<file path="src/design/hs_pkg.sv">
// Shared types and constants for the sorting chain.
`default_nettype none

package hs_pkg;

    localparam int DATA_W = 32;

    typedef logic signed [DATA_W-1:0] hs_data_t;

    // Per-cycle command broadcast to every cell of the chain.
    typedef struct packed {
        logic load;   // insert the incoming value in order
        logic shift;  // move every entry one place towards the head
    } hs_ctrl_t;

endpackage

`default_nettype wire

</file>
<file path="src/design/hs_cell.sv">
// One cell of the sorting chain: holds one entry, ordered against its neighbours.
`default_nettype none

module hs_cell
    import hs_pkg::*;
(
    input  wire logic     aclk,
    input  wire logic     aresetn,
    input  wire hs_ctrl_t ctrl,
    input  wire hs_data_t in_value,
    input  wire logic     prev_lt,
    input  wire logic     prev_occ,
    input  wire hs_data_t prev_value,
    input  wire logic     next_occ,
    input  wire hs_data_t next_value,
    output logic          lt,
    output logic          occ,
    output hs_data_t      value
);

    logic     occ_reg;
    logic     occ_next;
    hs_data_t value_reg;
    hs_data_t value_next;

    // new entry belongs at or before this cell
    assign lt    = !occ_reg || (in_value < value_reg);
    assign occ   = occ_reg;
    assign value = value_reg;

    always_comb begin
        occ_next   = occ_reg;
        value_next = value_reg;
        if (ctrl.shift) begin
            occ_next   = next_occ;
            value_next = next_value;
        end else if (ctrl.load) begin
            occ_next = occ_reg | prev_occ;
            if (lt) begin
                value_next = prev_lt ? prev_value : in_value;
            end
        end
    end

    always_ff @(posedge aclk) begin
        if (!aresetn) begin
            occ_reg <= 1'b0;
        end else begin
            occ_reg <= occ_next;
        end
    end

    always_ff @(posedge aclk) begin
        value_reg <= value_next;
    end

endmodule

`default_nettype wire

</file>
<file path="config.mk">
export PLATFORM = sky130hd
export DESIGN_NAME = hs_cell
export DESIGN_NICKNAME = d
export VERILOG_FILES = /design/src/design/hs_pkg.sv /design/src/design/hs_cell.sv
export SDC_FILE = /design/constraint.sdc
export NUM_CORES = 1
export LEC_CHECK = 0
export ABC_AREA = 1
export BUFFER_PORTS_ARGS = -buffer_cell sky130_fd_sc_hd__buf_4
export CAP_MARGIN = 20
export CELL_PAD_IN_SITES_DETAIL_PLACEMENT = 2
export CELL_PAD_IN_SITES_GLOBAL_PLACEMENT = 2
export CORE_MARGIN = 3
export CORE_UTILIZATION = 23
export CTS_CLUSTER_DIAMETER = 60
export DETAILED_ROUTE_END_ITERATION = 10
export HOLD_SLACK_MARGIN = 0.02
export PLACE_DENSITY = 0.87
export SYNTH_ARGS = -nofsm -noshare
export SYNTH_HDL_FRONTEND = slang
export SYNTH_SLANG_ARGS = --single-unit
</file>
<file path="constraint.sdc">
create_clock -name aclk -period 3.6 [get_ports aclk]
set_clock_uncertainty 0.1 [all_clocks]
set_input_delay 0.72 -clock aclk [delete_from_list [all_inputs] [get_ports aclk]]
set_output_delay 0.72 -clock aclk [all_outputs]
set_load 0.01 [all_outputs]
</file>
### After elaboration in Yosys (flattened, before gate mapping)

Index checks and enable logic that the tools add are counted.

| word-level totals | value |
|---|---|
| register bits after elaboration | 33 |
| input port bits | 103 |
| output and inout bits | 34 |
| word-level logic and storage cells | 15 |

| cells by class | value |
|---|---|
| order comparisons | 1 |
| muxes and demuxes | 6 |
| bitwise gates (word level) | 1 |
| reductions and logical operators | 5 |

Operators with widths:

| operator | number |
|---|---|
| two-way mux 32 bit | 4 |
| less-than comparator 32 bit | 1 |
| nonzero test 2 bit | 2 |
| two-way mux 1 bit | 2 |
| AND reduction 2 bit | 1 |
| zero test 1 bit | 1 |
| logical OR 1 bit | 1 |
| bitwise OR 1 bit | 1 |

### Depth between registers and ports, before layout

| depth | value |
|---|---|
| depth in word-level cells | 5 |
| gate-level depth with buffers | 16 |
| depth with buffers taken out | 16 |

### Worst setup path before layout

Ideal clock, no wire load.

| path | value |
|---|---|
| path kind | input-to-reg |
| start | input in_value[21] |
| end | register value_reg[0] (netlist: value[0]), enable pin |
| library setup time | 0.389 ns |
| arrival | 2.421 ns |
| data required time | 3.111 ns |
| setup slack | 0.689 ns |
| stages on the path | 10 |
| buffers on the path | 0 |
| cell sequence | ha_1 a21oi_1 nor2_1 nor2_1 nand3_1 a21oi_2 nand3_1 nand3_2 nand2_1 nand2_1 |

| on the way | value |
|---|---|
| longest elaborated chain between the ends | 4 |

RTL lines:

| element | line | text |
|---|---|---|
| start: declaration | hs_cell.sv:10 | `input wire hs_data_t in_value,` |
| less-than comparator 32 bit | hs_cell.sv:27 | `assign lt = !occ_reg \|\| (in_value < value_reg);` |
| logical OR 1 bit | hs_cell.sv:27 |  |
| net lt | hs_cell.sv:16 | `output logic lt,` |
| nonzero test 2 bit (no source line) | -- |  |
| AND reduction 2 bit (no source line) | -- |  |
| end signal: assignment | hs_cell.sv:54 | `value_reg <= value_next;` |
| end: declaration | hs_cell.sv:23 | `hs_data_t value_reg;` |

The timed path passes the listed nets, and every way through them passes these cells.
A chain may end at the register's enable or synchronous reset.

### Final worst setup path

| path | value |
|---|---|
| start | input in_value[5] |
| end | output lt |

| on the way | value |
|---|---|
| longest elaborated chain between the ends | 2 |

RTL lines:

| element | line |
|---|---|
| less-than comparator 32 bit | hs_cell.sv:27 |
| logical OR 1 bit | hs_cell.sv:27 |
| end: declaration | hs_cell.sv:16 |

No other way between the ends.

==> flow_metrics.env <==
export IMPL_status="completed"
export IMPL_total_power_mw=1.18
export IMPL_via_per_inst=4.62
export IMPL_cts_buffer_depth=2
export IMPL_ant_nets=0
export IMPL_vias=2733
export IMPL_design_die_area_sq_um=12000
export IMPL_seq_area_sq_um=981
export IMPL_ctsHtreeMaxLevel=2
export IMPL_ir_drop_v=0.000123
export IMPL_critPathCaptureType="output pin"
export IMPL_synth_async_reset_ratio_pct=0
export IMPL_tightestPinTransition_ps=447
export IMPL_drcViolationCount=0
export IMPL_wl_met3_um=573
export IMPL_clock_latency_ps=280
export IMPL_design_area_sq_um=3750
export IMPL_layout_cells_non_filler=591
export IMPL_root_buffer="clkbuf_8"
export IMPL_worstHoldPathType="reg -> reg"
export IMPL_synth_top_area_share_pct=38.8
export IMPL_routedWlPerCell_um=16.6
export IMPL_hold_buffers=0
export IMPL_num_antenna_cells=0
export IMPL_path_class="in -> out"
export IMPL_wl_met1_um=3900
export IMPL_fin_crit_sh_pct=81.4
export IMPL_cts_setup_buffers=0
export IMPL_initial_core_util_pct=23.8
export IMPL_power_density_nw_per_um2=316
export IMPL_cts_made_buffers=5
export IMPL_leakage_nw=1.90
export IMPL_postSynthAreaPerCell_sq_um=7.74
export IMPL_synth_ff_type="edfxtp_1"
export IMPL_yosysWarnings=0
export IMPL_area_growth_pct=51.4
export IMPL_dr_first_iter_drc_count=56
export IMPL_cts_tree="done"
export IMPL_ys_ff_latch=33
export IMPL_dpl_hpwl_um=7810
export IMPL_crit_required_ps=2780
export IMPL_rows=37
export IMPL_rsz0062_at_grt="no"
export IMPL_grt_pass1_vias=3062
export IMPL_fin_nets=588
export IMPL_io_buffers=136
export IMPL_final_util_pct=36.0
export IMPL_post_cts_resized=0
export IMPL_yosys_top_cells_count="a21oi_1, nand2_1, inv_1, nor2_1, edfxtp_1"
export IMPL_finalHoldViolations=0
export IMPL_gp_congestion=0.745
export IMPL_maxSlewViolCount=0
export IMPL_synth_nets=454
export IMPL_fin_tns_setup_ps=0
export IMPL_synth_cell_types=18
export IMPL_slew_headroom_pct=70.2
export IMPL_synthTopCellsByArea="edfxtp_1, a21oi_1, ha_1"
export IMPL_synth_most_common_cell="a21oi_1"
export IMPL_startpoint_type="input pin"
export IMPL_grt_overflow_total=0
export IMPL_dpl_cell_area_sq_um=3670
export IMPL_largest_reg_flops=32
export IMPL_fin_crit_ps=2930
export IMPL_path_clk_slew_ps=80
export IMPL_ioPinCount=137
export IMPL_fmax_mhz=341
export IMPL_netlist_instances=320
export IMPL_dp_cells=583
export IMPL_drive_above_1_share_pct=33.2
export IMPL_grt_antenna_before_repair=0
export IMPL_grt_max_degree=35
export IMPL_grt_use_total_pct=16.3
export IMPL_die_y_um=110
export IMPL_grt_pass1_wl_um=15200
export IMPL_cap_violations=0
export IMPL_synth_edf_count=32
export IMPL_synth_top_cell_by_area="edfxtp_1"
export IMPL_multi_input_area_sq_um=1280
export IMPL_drtPass1Iterations=4
export IMPL_wl_met2_um=5300
export IMPL_ys_seq_area_share_pct=39.6
export IMPL_fill_cells=1226
export IMPL_die_x_um=110
export IMPL_crit_fanout=2
export IMPL_syn_area_sq_um=2480
export IMPL_cp_arrival_ps=2110
export IMPL_coreArea_sq_um=10400
export IMPL_cts_sinks=33
export IMPL_top_layer_used="met4"
export IMPL_finalSetupViolCount=0
export IMPL_wl_um=9800
layout make-up:
| class | count | share of cell area (%) |
|---|---|---|
| Timing Repair Buffer | 141 | 28.8 |
| Tap cell | 136 | 4.54 |
| Clock buffer | 8 | 2.14 |
| Multi-Input combinational cell | 231 | 34.2 |
| Inverter | 42 | 4.21 |
| Sequential cell | 33 | 26.2 |
power by group:
part / switching [mW] / leakage (nW) / internal (mW)
logic: 0.209 / 1.54 / 0.201
registers: 0.0215 / 0.328 / 0.471
clock network: 0.143 / 0.0395 / 0.138
total: 0.373 / 1.90 / 0.810
placed cells by master (no fill, tap or decap):
cell	synthesis	routed
ha_1	31	31
dfxtp_1	1	1
nor3_2	2	2
inv_1	41	41
clkbuf_1	11	3
clkinv_1	1	1
a21oi_2	2	2
nor2_1	41	41
a21oi_1	78	78
buf_16	0	1
o21ai_1	1	1
nand2_1	66	66
edfxtp_1	32	32
nand3_2	1	1
clkbuf_8	0	5
buf_4	0	140
nand4_1	1	1
o21a_1	1	1
o21ai_0	4	4
nand3_1	3	3
stage by stage:
stage / setup WS, ps / hold WS [ps]
floorplan: 689 / 450
global placement: 659 / 449
detailed placement: 650 / 455
CTS: 648 / 468
global route: 483 / 485
finish: 670 / 470
metal layers:
metal / up-vias / GRT usage, %
met5: - / 0
met4: 0 / 2.67
met3: 2 / 4.05
met2: 68 / 31.7
met1: 1330 / 18.0
li1: 1333 / -
critical path, stage by stage:
cell and delay [ps]:
buf_4 120, ha_1 290, a21oi_1 170, nor2_1 70
nor3_2 100, nand2_1 90, nand2_1 60, nand2_1 60
nand2_1 80, nand2_1 50, nand2_1 70, nand3_2 70
buf_4 160
cell families (layout without fill, tap and decap cells):
family / Yosys count / count (layout) / synth area share [%]
buffers and inverters: 56 / 191 / 8.64
adder cells (fa/ha/maj): 31 / 31 / 15.7
AND/OR/NAND/NOR: 114 / 114 / 18.3
AO/OA/AOI/OAI: 86 / 86 / 17.8
flip-flops: 33 / 33 / 39.6
worst paths after layout:
check,startpoint,slack (ps),depth (start not counted),to
hold reg to reg,occ,470,2,occ
setup reg to reg,value[31],1260,13,value[18]
hold / removal,occ,470,2,occ
setup / recovery,in_value[5],670,13,lt
(Power assumes the default switching activity.)
